--- config.mk ---
export PLATFORM = sky130hd
export DESIGN_NAME = first_fit_heap_allocator_core_flat
export DESIGN_NICKNAME = d
export VERILOG_FILES = /design/src/hdl/fha_pkg.sv /design/src/hdl/fha_if.sv /design/src/hdl/fha_ram.sv /design/src/hdl/fha_engine.sv /design/src/hdl/first_fit_heap_allocator_core.sv /design/src/flat_wrapper.sv
export SDC_FILE = /design/constraint.sdc
export NUM_CORES = 2
export LEC_CHECK = 0
export ABC_AREA = 1
export BUFFER_PORTS_ARGS = -buffer_cell sky130_fd_sc_hd__buf_2
export CORE_ASPECT_RATIO = 0.9
export CORE_UTILIZATION = 55
export DETAILED_ROUTE_END_ITERATION = 7
export PLACE_DENSITY = 0.71
export SLEW_MARGIN = 30
export SYNTH_ARGS = -nofsm -noshare
export SYNTH_HDL_FRONTEND = slang
export SYNTH_SLANG_ARGS = --single-unit
--- constraint.sdc ---
create_clock -name clock -period 17.6 [get_ports clock]
set_clock_uncertainty 0.1 [all_clocks]
set_input_delay 2.64 -clock clock [delete_from_list [all_inputs] [get_ports clock]]
set_output_delay 2.64 -clock clock [all_outputs]
set_load 0.01 [all_outputs]
--- src/hdl/fha_pkg.sv ---
// fha_pkg: shared constants, codes and types of the first-fit heap allocator.
// No dependencies; fha_if, fha_engine and the core refer to it by scoped names.
package fha_pkg;

   localparam int MAX_BLOCKS   = 64;
   localparam int HEADER_BYTES = 32;
   localparam int HEAP_BYTES   = 65536;
   localparam int ADDR_SPAN    = 65536;
   localparam int LIMIT_CAP    = (HEAP_BYTES < ADDR_SPAN) ? HEAP_BYTES : ADDR_SPAN;

   localparam int ADDR_W  = 16;
   localparam int BYTE_W  = 17;
   localparam int IDX_W   = $clog2(MAX_BLOCKS);
   localparam int CNT_W   = $clog2(MAX_BLOCKS + 1);

   localparam logic OP_ALLOC = 1'b0;
   localparam logic OP_FREE  = 1'b1;

   localparam logic [1:0] ST_OK        = 2'd0;
   localparam logic [1:0] ST_BAD_SIZE  = 2'd1;
   localparam logic [1:0] ST_BAD_BLOCK = 2'd2;
   localparam logic [1:0] ST_NO_MEM    = 2'd3;

   typedef struct packed {
      logic [BYTE_W-1:0] start;
      logic [BYTE_W-1:0] size;
      logic              free;
   } entry_type;

   localparam int ENTRY_W = $bits(entry_type);

   typedef struct packed {
      logic              go;
      logic              ack;
      logic              op;
      logic [ADDR_W-1:0] req_size;
      logic [ADDR_W-1:0] block_addr;
      logic [BYTE_W-1:0] limit;
   } cmd_type;

   typedef struct packed {
      logic              done;
      logic              idle;
      logic [ADDR_W-1:0] result_addr;
      logic [1:0]        status;
   } res_type;

endpackage

--- src/hdl/fha_if.sv ---
// fha_if: valid/ready channel interfaces for requests and responses.
// Depends on fha_pkg for field widths.
interface fha_req_if;
   logic                      valid;
   logic                      ready;
   logic                      op;
   logic [fha_pkg::ADDR_W-1:0] req_size;
   logic [fha_pkg::ADDR_W-1:0] block_addr;
   modport source (output valid, op, req_size, block_addr, input ready);
   modport sink (input valid, op, req_size, block_addr, output ready);
endinterface

interface fha_rsp_if;
   logic                      valid;
   logic                      ready;
   logic [fha_pkg::ADDR_W-1:0] result_addr;
   logic [1:0]                status;
   modport source (output valid, result_addr, status, input ready);
   modport sink (input valid, result_addr, status, output ready);
endinterface

--- src/hdl/fha_ram.sv ---
// fha_ram: generic single-write, single-read synchronous RAM, registered read.
// No dependencies.
module fha_ram #(
   parameter int DEPTH = 64,
   parameter int WIDTH = 35,
   localparam int AW = $clog2(DEPTH)
) (
   input  logic             clock,
   input  logic             wr_en,
   input  logic [AW-1:0]    wr_addr,
   input  logic [WIDTH-1:0] wr_data,
   input  logic             rd_en,
   input  logic [AW-1:0]    rd_addr,
   output logic [WIDTH-1:0] rd_data
);
   logic [WIDTH-1:0] mem [DEPTH];
   logic [WIDTH-1:0] rd_data_ff;

   always_ff @(posedge clock) begin
      if (wr_en) begin
         mem[wr_addr] <= wr_data;
      end
      if (rd_en) begin
         rd_data_ff <= mem[rd_addr];
      end
   end

   assign rd_data = rd_data_ff;
endmodule

--- src/hdl/fha_engine.sv ---
// fha_engine: scan sequencer over the block table; first-fit search, append,
// and free with in-place compaction (merge + trim). Uses fha_pkg, fha_ram.
module fha_engine (
   input  logic             clock,
   input  logic             reset,
   input  fha_pkg::cmd_type cmd,
   output fha_pkg::res_type res
);
   localparam logic [1:0] S_IDLE = 2'd0;
   localparam logic [1:0] S_SCAN = 2'd1;
   localparam logic [1:0] S_DONE = 2'd2;

   logic [1:0] state_ff, state_in;
   logic       op_ff, op_in;
   logic [fha_pkg::ADDR_W-1:0] size_ff, size_in, baddr_ff, baddr_in;
   logic [fha_pkg::BYTE_W-1:0] limit_ff, limit_in;
   logic [fha_pkg::CNT_W-1:0]  rd_idx_ff, rd_idx_in, wr_idx_ff, wr_idx_in;
   logic [fha_pkg::CNT_W-1:0]  count_ff, count_in;
   logic [fha_pkg::IDX_W-1:0]  cur_idx_ff, cur_idx_in;
   logic       pend_ff, pend_in, held_vld_ff, held_vld_in, found_ff, found_in;
   fha_pkg::entry_type held_ff, held_in;
   logic [fha_pkg::BYTE_W-1:0] top_ff, top_in;
   logic [fha_pkg::ADDR_W-1:0] raddr_ff, raddr_in;
   logic [1:0] status_ff, status_in;

   logic rd_en, wr_en;
   logic [fha_pkg::IDX_W-1:0] wr_addr;
   fha_pkg::entry_type wr_entry, rd_entry, upd;
   logic [fha_pkg::ENTRY_W-1:0] rd_word;
   logic [fha_pkg::BYTE_W:0] need;
   logic [fha_pkg::BYTE_W-1:0] eff_limit;
   logic hit, mark;

   fha_ram #(.DEPTH(fha_pkg::MAX_BLOCKS), .WIDTH(fha_pkg::ENTRY_W)) u_ram (
      .clock   (clock),
      .wr_en   (wr_en),
      .wr_addr (wr_addr),
      .wr_data (wr_entry),
      .rd_en   (rd_en),
      .rd_addr (rd_idx_ff[fha_pkg::IDX_W-1:0]),
      .rd_data (rd_word)
   );

   assign rd_entry  = fha_pkg::entry_type'(rd_word);
   assign eff_limit = (limit_ff > fha_pkg::BYTE_W'(fha_pkg::LIMIT_CAP)) ?
                      fha_pkg::BYTE_W'(fha_pkg::LIMIT_CAP) : limit_ff;
   assign need = {1'b0, top_ff} + (fha_pkg::BYTE_W+1)'(fha_pkg::HEADER_BYTES)
                 + {2'b00, size_ff};
   assign hit  = rd_entry.free && (rd_entry.size >= {1'b0, size_ff});
   assign mark = !rd_entry.free && ((rd_entry.start +
                 fha_pkg::BYTE_W'(fha_pkg::HEADER_BYTES)) == {1'b0, baddr_ff});

   always_comb begin
      state_in    = state_ff;
      op_in       = op_ff;
      size_in     = size_ff;
      baddr_in    = baddr_ff;
      limit_in    = limit_ff;
      rd_idx_in   = rd_idx_ff;
      wr_idx_in   = wr_idx_ff;
      count_in    = count_ff;
      cur_idx_in  = cur_idx_ff;
      pend_in     = 1'b0;
      held_vld_in = held_vld_ff;
      found_in    = found_ff;
      held_in     = held_ff;
      top_in      = top_ff;
      raddr_in    = raddr_ff;
      status_in   = status_ff;
      rd_en       = 1'b0;
      wr_en       = 1'b0;
      wr_addr     = cur_idx_ff;
      wr_entry    = rd_entry;
      upd         = rd_entry;
      unique case (state_ff)
         S_IDLE: begin
            if (cmd.go) begin
               op_in       = cmd.op;
               size_in     = cmd.req_size;
               baddr_in    = cmd.block_addr;
               limit_in    = cmd.limit;
               rd_idx_in   = '0;
               wr_idx_in   = '0;
               held_vld_in = 1'b0;
               found_in    = 1'b0;
               raddr_in    = '0;
               if (cmd.op == fha_pkg::OP_ALLOC && cmd.req_size == '0) begin
                  status_in = fha_pkg::ST_BAD_SIZE;
                  state_in  = S_DONE;
               end else begin
                  state_in  = S_SCAN;
               end
            end
         end
         S_SCAN: begin
            // issue the next read while the previous entry is evaluated
            if (rd_idx_ff < count_ff) begin
               rd_en      = 1'b1;
               rd_idx_in  = rd_idx_ff + 1'b1;
               cur_idx_in = rd_idx_ff[fha_pkg::IDX_W-1:0];
               pend_in    = 1'b1;
            end
            if (pend_ff) begin
               if (op_ff == fha_pkg::OP_ALLOC) begin
                  if (hit) begin
                     wr_en         = 1'b1;
                     wr_entry.free = 1'b0;
                     raddr_in  = fha_pkg::ADDR_W'(rd_entry.start +
                                 fha_pkg::BYTE_W'(fha_pkg::HEADER_BYTES));
                     status_in = fha_pkg::ST_OK;
                     state_in  = S_DONE;
                  end
               end else begin
                  upd.free = rd_entry.free | mark;
                  found_in = found_ff | mark;
                  if (!held_vld_ff) begin
                     held_in     = upd;
                     held_vld_in = 1'b1;
                  end else if (held_ff.free && upd.free) begin
                     held_in.size = held_ff.size +
                        fha_pkg::BYTE_W'(fha_pkg::HEADER_BYTES) + upd.size;
                  end else begin
                     wr_en     = 1'b1;
                     wr_addr   = wr_idx_ff[fha_pkg::IDX_W-1:0];
                     wr_entry  = held_ff;
                     wr_idx_in = wr_idx_ff + 1'b1;
                     held_in   = upd;
                  end
               end
            end else if (rd_idx_ff >= count_ff) begin
               state_in = S_DONE;
               if (op_ff == fha_pkg::OP_ALLOC) begin
                  if (count_ff == fha_pkg::CNT_W'(fha_pkg::MAX_BLOCKS) ||
                      need > {1'b0, eff_limit}) begin
                     status_in = fha_pkg::ST_NO_MEM;
                  end else begin
                     wr_en          = 1'b1;
                     wr_addr        = count_ff[fha_pkg::IDX_W-1:0];
                     wr_entry.start = top_ff;
                     wr_entry.size  = {1'b0, size_ff};
                     wr_entry.free  = 1'b0;
                     count_in  = count_ff + 1'b1;
                     top_in    = need[fha_pkg::BYTE_W-1:0];
                     raddr_in  = fha_pkg::ADDR_W'(top_ff +
                                 fha_pkg::BYTE_W'(fha_pkg::HEADER_BYTES));
                     status_in = fha_pkg::ST_OK;
                  end
               end else begin
                  status_in = found_ff ? fha_pkg::ST_OK : fha_pkg::ST_BAD_BLOCK;
                  if (held_vld_ff) begin
                     if (held_ff.free) begin
                        // trailing free block gives its space back
                        top_in   = held_ff.start;
                        count_in = wr_idx_ff;
                     end else begin
                        wr_en    = 1'b1;
                        wr_addr  = wr_idx_ff[fha_pkg::IDX_W-1:0];
                        wr_entry = held_ff;
                        count_in = wr_idx_ff + 1'b1;
                     end
                  end
               end
            end
         end
         S_DONE: begin
            if (cmd.ack) begin
               state_in = S_IDLE;
            end
         end
         default: begin
            state_in = S_IDLE;
         end
      endcase
   end

   always_ff @(posedge clock) begin
      if (reset) begin
         state_ff <= S_IDLE;
         count_ff <= '0;
         top_ff   <= '0;
         pend_ff  <= 1'b0;
      end else begin
         state_ff <= state_in;
         count_ff <= count_in;
         top_ff   <= top_in;
         pend_ff  <= pend_in;
      end
      op_ff       <= op_in;
      size_ff     <= size_in;
      baddr_ff    <= baddr_in;
      limit_ff    <= limit_in;
      rd_idx_ff   <= rd_idx_in;
      wr_idx_ff   <= wr_idx_in;
      cur_idx_ff  <= cur_idx_in;
      held_vld_ff <= held_vld_in;
      found_ff    <= found_in;
      held_ff     <= held_in;
      raddr_ff    <= raddr_in;
      status_ff   <= status_in;
   end

   assign res.done        = (state_ff == S_DONE);
   assign res.idle        = (state_ff == S_IDLE);
   assign res.result_addr = raddr_ff;
   assign res.status      = status_ff;

   a_count_bound: assert property (@(posedge clock) disable iff (reset)
      count_ff <= fha_pkg::CNT_W'(fha_pkg::MAX_BLOCKS))
      else $error("block count above table depth");
   a_top_bound: assert property (@(posedge clock) disable iff (reset)
      top_ff <= fha_pkg::BYTE_W'(fha_pkg::LIMIT_CAP))
      else $error("heap end above address span");
   a_no_pend_idle: assert property (@(posedge clock) disable iff (reset)
      (state_ff == S_IDLE) |-> !pend_ff)
      else $error("read in flight while idle");
   a_fail_no_addr: assert property (@(posedge clock) disable iff (reset)
      (state_ff == S_DONE && status_ff != fha_pkg::ST_OK) |-> raddr_ff == '0)
      else $error("failed request carries an address");
endmodule

--- src/hdl/first_fit_heap_allocator_core.sv ---
// first_fit_heap_allocator_core: top level of the first-fit heap allocator.
// Uses fha_pkg, fha_if (fha_req_if, fha_rsp_if) and fha_engine.
//
//  channel  | dir | handshake         | payload
//  ---------+-----+-------------------+-------------------------------
//  req_ch   | in  | valid/ready       | op, req_size, block_addr
//  rsp_ch   | out | valid/ready       | result_addr, status
//  csr_*    | in  | csr_wr_en         | csr_wr_data = heap_limit
//
// One item at a time; the engine scans N table entries, N the number of
// entries (at most 64), with one table read per cycle from the RAM.
// Allocate stops at the first fitting block; free and misses scan all of N.
// Reset clears entry count, heap end and the response slot; limit -> 65536.
// A finished response waits in the output register; the next item is
// accepted meanwhile, and the engine holds its result if that slot is full.
module first_fit_heap_allocator_core (
   input  logic                       clock,
   input  logic                       reset,
   fha_req_if.sink                    req_ch,
   fha_rsp_if.source                  rsp_ch,
   input  logic                       csr_wr_en,
   input  logic [fha_pkg::BYTE_W-1:0] csr_wr_data
);
   logic [fha_pkg::BYTE_W-1:0] limit_ff;
   logic                       rsp_valid_ff;
   logic [fha_pkg::ADDR_W-1:0] rsp_addr_ff;
   logic [1:0]                 rsp_status_ff;
   fha_pkg::cmd_type           cmd;
   fha_pkg::res_type           res;
   logic                       load;

   // output slot takes the result when empty or being drained
   assign load = res.done && (!rsp_valid_ff || rsp_ch.ready);

   assign req_ch.ready   = res.idle;
   assign cmd.go         = req_ch.valid && res.idle;
   assign cmd.ack        = load;
   assign cmd.op         = req_ch.op;
   assign cmd.req_size   = req_ch.req_size;
   assign cmd.block_addr = req_ch.block_addr;
   assign cmd.limit      = limit_ff;

   fha_engine u_engine (
      .clock (clock),
      .reset (reset),
      .cmd   (cmd),
      .res   (res)
   );

   always_ff @(posedge clock) begin
      if (reset) begin
         limit_ff     <= fha_pkg::BYTE_W'(65536);
         rsp_valid_ff <= 1'b0;
      end else begin
         if (csr_wr_en) begin
            limit_ff <= csr_wr_data;
         end
         if (load) begin
            rsp_valid_ff <= 1'b1;
         end else if (rsp_ch.ready) begin
            rsp_valid_ff <= 1'b0;
         end
      end
      if (load) begin
         rsp_addr_ff   <= res.result_addr;
         rsp_status_ff <= res.status;
      end
   end

   assign rsp_ch.valid       = rsp_valid_ff;
   assign rsp_ch.result_addr = rsp_addr_ff;
   assign rsp_ch.status      = rsp_status_ff;

   a_accept_only_idle: assert property (@(posedge clock) disable iff (reset)
      (req_ch.valid && req_ch.ready) |=> !res.idle)
      else $error("accepted item did not start the engine");
   a_load_fills: assert property (@(posedge clock) disable iff (reset)
      load |=> rsp_valid_ff)
      else $error("response slot not filled");
   a_hold_full: assert property (@(posedge clock) disable iff (reset)
      (rsp_valid_ff && !rsp_ch.ready) |-> !load)
      else $error("response overwritten");
endmodule
--- src/flat_wrapper.sv ---
// flat-port wrapper written by rule: the top's interface ports become plain ports
module first_fit_heap_allocator_core_flat 
  (clock, reset, csr_wr_en, csr_wr_data, req_ch_valid, req_ch_op, req_ch_req_size, req_ch_block_addr, req_ch_ready, rsp_ch_valid, rsp_ch_result_addr, rsp_ch_status, rsp_ch_ready);
  fha_req_if req_ch_i ();
  fha_rsp_if rsp_ch_i ();
  input  logic clock;
  input  logic reset;
  input  logic csr_wr_en;
  input  logic [fha_pkg::BYTE_W-1:0] csr_wr_data;
  input wire logic [$bits(req_ch_i.valid)-1:0] req_ch_valid;
  input wire logic [$bits(req_ch_i.op)-1:0] req_ch_op;
  input wire logic [$bits(req_ch_i.req_size)-1:0] req_ch_req_size;
  input wire logic [$bits(req_ch_i.block_addr)-1:0] req_ch_block_addr;
  output wire logic [$bits(req_ch_i.ready)-1:0] req_ch_ready;
  output wire logic [$bits(rsp_ch_i.valid)-1:0] rsp_ch_valid;
  output wire logic [$bits(rsp_ch_i.result_addr)-1:0] rsp_ch_result_addr;
  output wire logic [$bits(rsp_ch_i.status)-1:0] rsp_ch_status;
  input wire logic [$bits(rsp_ch_i.ready)-1:0] rsp_ch_ready;
  assign req_ch_i.valid = req_ch_valid;
  assign req_ch_i.op = req_ch_op;
  assign req_ch_i.req_size = req_ch_req_size;
  assign req_ch_i.block_addr = req_ch_block_addr;
  assign req_ch_ready = req_ch_i.ready;
  assign rsp_ch_valid = rsp_ch_i.valid;
  assign rsp_ch_result_addr = rsp_ch_i.result_addr;
  assign rsp_ch_status = rsp_ch_i.status;
  assign rsp_ch_i.ready = rsp_ch_ready;
  first_fit_heap_allocator_core u_core (.clock(clock), .reset(reset), .req_ch(req_ch_i), .rsp_ch(rsp_ch_i), .csr_wr_en(csr_wr_en), .csr_wr_data(csr_wr_data));
endmodule
==> impl_metrics.py <==
metrics = {
    "status": {
        "run_status": "complete, no violations",
    },
    "worst_setup_path": {
        "critPathRequiredTime_ns": 18.03,
        "cp_slowest_stage_delay_ns": 0.73,
        "setup.worst_path.end_class": "flip-flop",
        "rr_endpoint": "u_core.u_engine.u_ram.mem[10][1]",
        "cp_data_arrival_time_ns": 7.83,
        "timing.critical_path.fanout_max": 23,
        "cpMaxStageDelayCell": "nand4_1",
        "cp_common_cell": "nand2_1",
        "ff2ff_path_depth": 31,
        "r2r_setup_slack_ns": 10.20,
        "criticalPathCategory": "flip-flop to flip-flop",
        "rr_startpoint": "u_core.u_engine.size_ff[5]",
        "setup.worst_path.start_class": "flip-flop",
    },
    "global_routing": {
        "grt_first_pass_wirelength_um": 411000,
        "grtUsageTotal": 0.304,
        "first_global_vias": 61700,
        "maximum_number_of_pins_on_one_net_before_global_route_repair": 184,
        "grt_antenna_before_repair": 15,
        "grt_overflow_total": 0,
    },
    "yosys": {
        "post_synth_xor_area_fraction": 0.00414,
        "synth_mux_area_frac": 0,
        "post_synth_instance_area_um2": 99400,
        "synthesis.nets": 7555,
        "number_of_standard_cells_after_synthesis": 7389,
        "synth-simple-area-share": 0.0700,
        "synth_adder_area_share": 0.0141,
        "edff_count_synth": 2418,
        "synth_cell_type_count": 56,
        "avgSynthCellArea_um2": 13.5,
        "compound_gate_portion_of_the_synthesized_area": 0.145,
        "synth-warning-count": 0,
        "ys_seq_area_frac": 0.740,
        "ys_ff_latch": 2463,
        "synth_top_family_by_area": "compound AO/OA/AOI/OAI gates",
        "ys.flop_type": "edfxtp_1",
        "asyncSetResetFlopFracSynth": 0,
    },
    "clock_tree": {
        "path_clk_slew_ns": 0.06,
        "clock_sink_count": 2463,
        "cts_root_buffer": "clkbuf_16",
        "clock_tree_from_tritoncts": "yes",
        "clock_h_tree_levels": 4,
        "post-cts-setup-buffers": 0,
        "tritoncts.num_buffers": 227,
        "cts_resized": 0,
        "insertion_delay_ns": 0.87,
        "ctsLongestPathBuffers": 3,
        "ctsHoldBuffers": 0,
    },
    "route": {
        "firstDrtPassIters": 6,
        "num_vias": 65200,
        "route.detailed.drc": 0,
        "routedWlPerCell_um": 28.3,
        "vias_per_cell": 6.56,
        "antenna_left": 0,
        "postRouteWirelength_um": 281000,
        "detailedRoute.firstIterationViolations": 9513,
    },
    "hold_path": {
        "worst_hold_path_type": "flip-flop to flip-flop",
        "hold_end": "u_core.rsp_ch.result_addr[12]",
        "min_delay_path_depth": 0,
        "timing.hold.worst.start": "u_core.u_engine.raddr_ff[12]",
    },
    "timing": {
        "slew_headroom": 0.270,
        "hold_viol_final": 0,
        "timing.fmax_mhz": 135,
        "tightest_slew_ns": 1.09,
        "number_of_setup_violations_in_the_final_report": 0,
        "setup-tns-final_ns": 0,
        "finalCriticalPeriod_ns": 7.40,
        "rsz0062_at_grt": "false",
        "finalMaxSlewViolations": 0,
        "final_min_period_over_clock_period": 0.420,
    },
    "floorplanning": {
        "initial_utilization": 0.555,
        "design.portCount": 75,
        "floorplan.die.width_um": 450,
        "dieHeight_um": 405,
        "placement_rows": 147,
        "die-area_um2": 182000,
        "floorplan.core_area_um2": 179000,
    },
    "placement": {
        "place_congestion": 0.931,
        "hpwlAfterDp_um": 162000,
        "placement.io_buffers": 74,
    },
    "power": {
        "p_leak_nw": 35.4,
        "peakVddDrop_v": 0.000185,
        "powerDensity_nw_per_um2": 192,
    },
    "finish": {
        "drive_above_1_share": 0.0976,
        "post-route-util": 0.619,
        "fin_nets": 7533,
        "area.growth.synth_to_final_pct": 11.4,
    },
    "job": {
        "max_cap_viol_count": 0,
    },
}
through the flow:
stage                     setup WS [ns]  instance area (µm²)  hold WS, ns  cells  power (mW)
after global routing               9.76               111000        0.320   9937        22.1
after CTS                         10.37               111000        0.306   9936        21.2
after global placement            10.22               103000        0.307   9514        16.1
after floorplan                   10.52                99400        0.300   7389        13.1
after detailed placement          10.35               103000        0.306   9521        16.3
final                             10.20               111000        0.302   9941        21.3
Yosys cell counts, types with 7 or more instances:
cell / n / area (µm²)
a21oi_1: 729 / 3650
a311o_1: 35 / 350
a31oi_1: 17 / 106
buf_1: 23 / 86.3
clkbuf_1: 479 / 1800
clkinv_1: 7 / 26.3
dfxtp_1: 45 / 901
edfxtp_1: 2418 / 72600
ha_1: 109 / 1360
inv_1: 178 / 668
inv_2: 12 / 45.0
nand2_1: 582 / 2180
nand2_2: 12 / 75.1
nand3_1: 232 / 1160
nand3_2: 7 / 70.1
nand4_1: 25 / 156
nor2_1: 761 / 2860
nor2_2: 14 / 87.6
nor3_1: 14 / 70.1
nor4_1: 8 / 50.1
o211ai_1: 116 / 871
o21ai_0: 859 / 4300
o221ai_1: 470 / 4120
o22ai_1: 123 / 769
xnor2_1: 12 / 105
xor2_1: 35 / 307
critical path: cells and delay by family (launching register included):
family                   cells  cell delay, ns
buffers and inverters        3            0.67
XOR/XNOR                     1            0.28
adder cells (fa/ha/maj)      3            0.83
flip-flops                   1            0.35
AND/OR/NAND/NOR             18            3.63
AO/OA/AOI/OAI                6            1.15
area by class of cell:
cell class                 instances  area, µm²
clock buffer                     289       5990
sequential                      2463      73500
fill                           13200      68200
inverter                         197        767
clock inverter                   126       1370
antenna                            4       10.0
multi-input combinational       4221      24200
tap                             2384       2980
timing repair buffer             257       1910
per-layer routing:
| layer | wire, µm | GRT usage | up-vias |
|---|---|---|---|
| met3 | 32500 | 0.0729 | 524 |
| met1 | 111000 | 0.429 | 32400 |
| met2 | 128000 | 0.464 | 3970 |
| li1 | - | - | 28400 |
| met5 | 86 | 0 | - |
| met4 | 9290 | 0.105 | 12 |
how the worst max path moves through the flow:
stage	slack, ns	end	start	depth (start not counted)
after global placement	10.22	u_core.u_engine.u_ram.mem[12][2]	u_core.u_engine.size_ff[5]	30
after global routing	9.76	u_core.u_engine.u_ram.mem[10][2]	u_core.u_engine.size_ff[5]	31
after CTS	10.37	u_core.u_engine.u_ram.mem[10][1]	u_core.u_engine.size_ff[5]	31
after floorplan	10.52	u_core.u_engine.u_ram.mem[0][18]	u_core.u_engine.size_ff[1]	27
final	10.20	u_core.u_engine.u_ram.mem[10][1]	u_core.u_engine.size_ff[5]	31
after detailed placement	10.35	u_core.u_engine.u_ram.mem[10][2]	u_core.u_engine.size_ff[5]	31
cells in the final DEF, fill, tap and decap left out, types with 55 or more instances in the layout:
| cell type | instances |
|---|---|
| o21ai_0 | 838 |
| inv_1 | 176 |
| nand2_1 | 578 |
| nor2_4 | 74 |
| nor2_1 | 701 |
| buf_4 | 173 |
| o221ai_1 | 470 |
| edfxtp_1 | 2418 |
| a21oi_1 | 727 |
| o211ai_1 | 116 |
| clkbuf_1 | 55 |
| o22ai_1 | 113 |
| nand3_1 | 232 |
| ha_1 | 109 |
| clkbuf_16 | 228 |
| buf_2 | 74 |
logic make-up (layout without fill, tap and decap cells):
family,after synthesis,after routing
compound gates,2384,2384
xor+xnor,47,47
fa+ha+maj,111,111
buf+inv,705,869
flops,2463,2463
other cells,0,4
simple gates,1679,1679
power by group:
part	switching [mW]	leakage, nW	internal [mW]
Clock	2.17	3.57	2.72
Combinational	6.24	9.80	1.78
Sequential	0.183	22.1	8.21
registers in the layout, indices dropped and copies added (netlist names), 6 cells and up:
signal                         count
u_core.u_engine.cur_idx_ff         6
u_core.u_engine.raddr_ff          16
u_core.u_engine.size_ff           16
u_core.u_engine.u_ram.mem       2240
u_core.u_engine.baddr_ff          16
u_core.u_engine.u_ram.rd_data     35
u_core.u_engine.held_ff           35
u_core.u_engine.top_ff            17
u_core.rsp_ch.result_addr         16
u_core.u_engine.limit_ff          17
u_core.limit_ff                   17
u_core.u_engine.wr_idx_ff          7
u_core.u_engine.count_ff           7
u_core.u_engine.rd_idx_ff          7
Note: power is estimated with default switching activity, not from simulation.
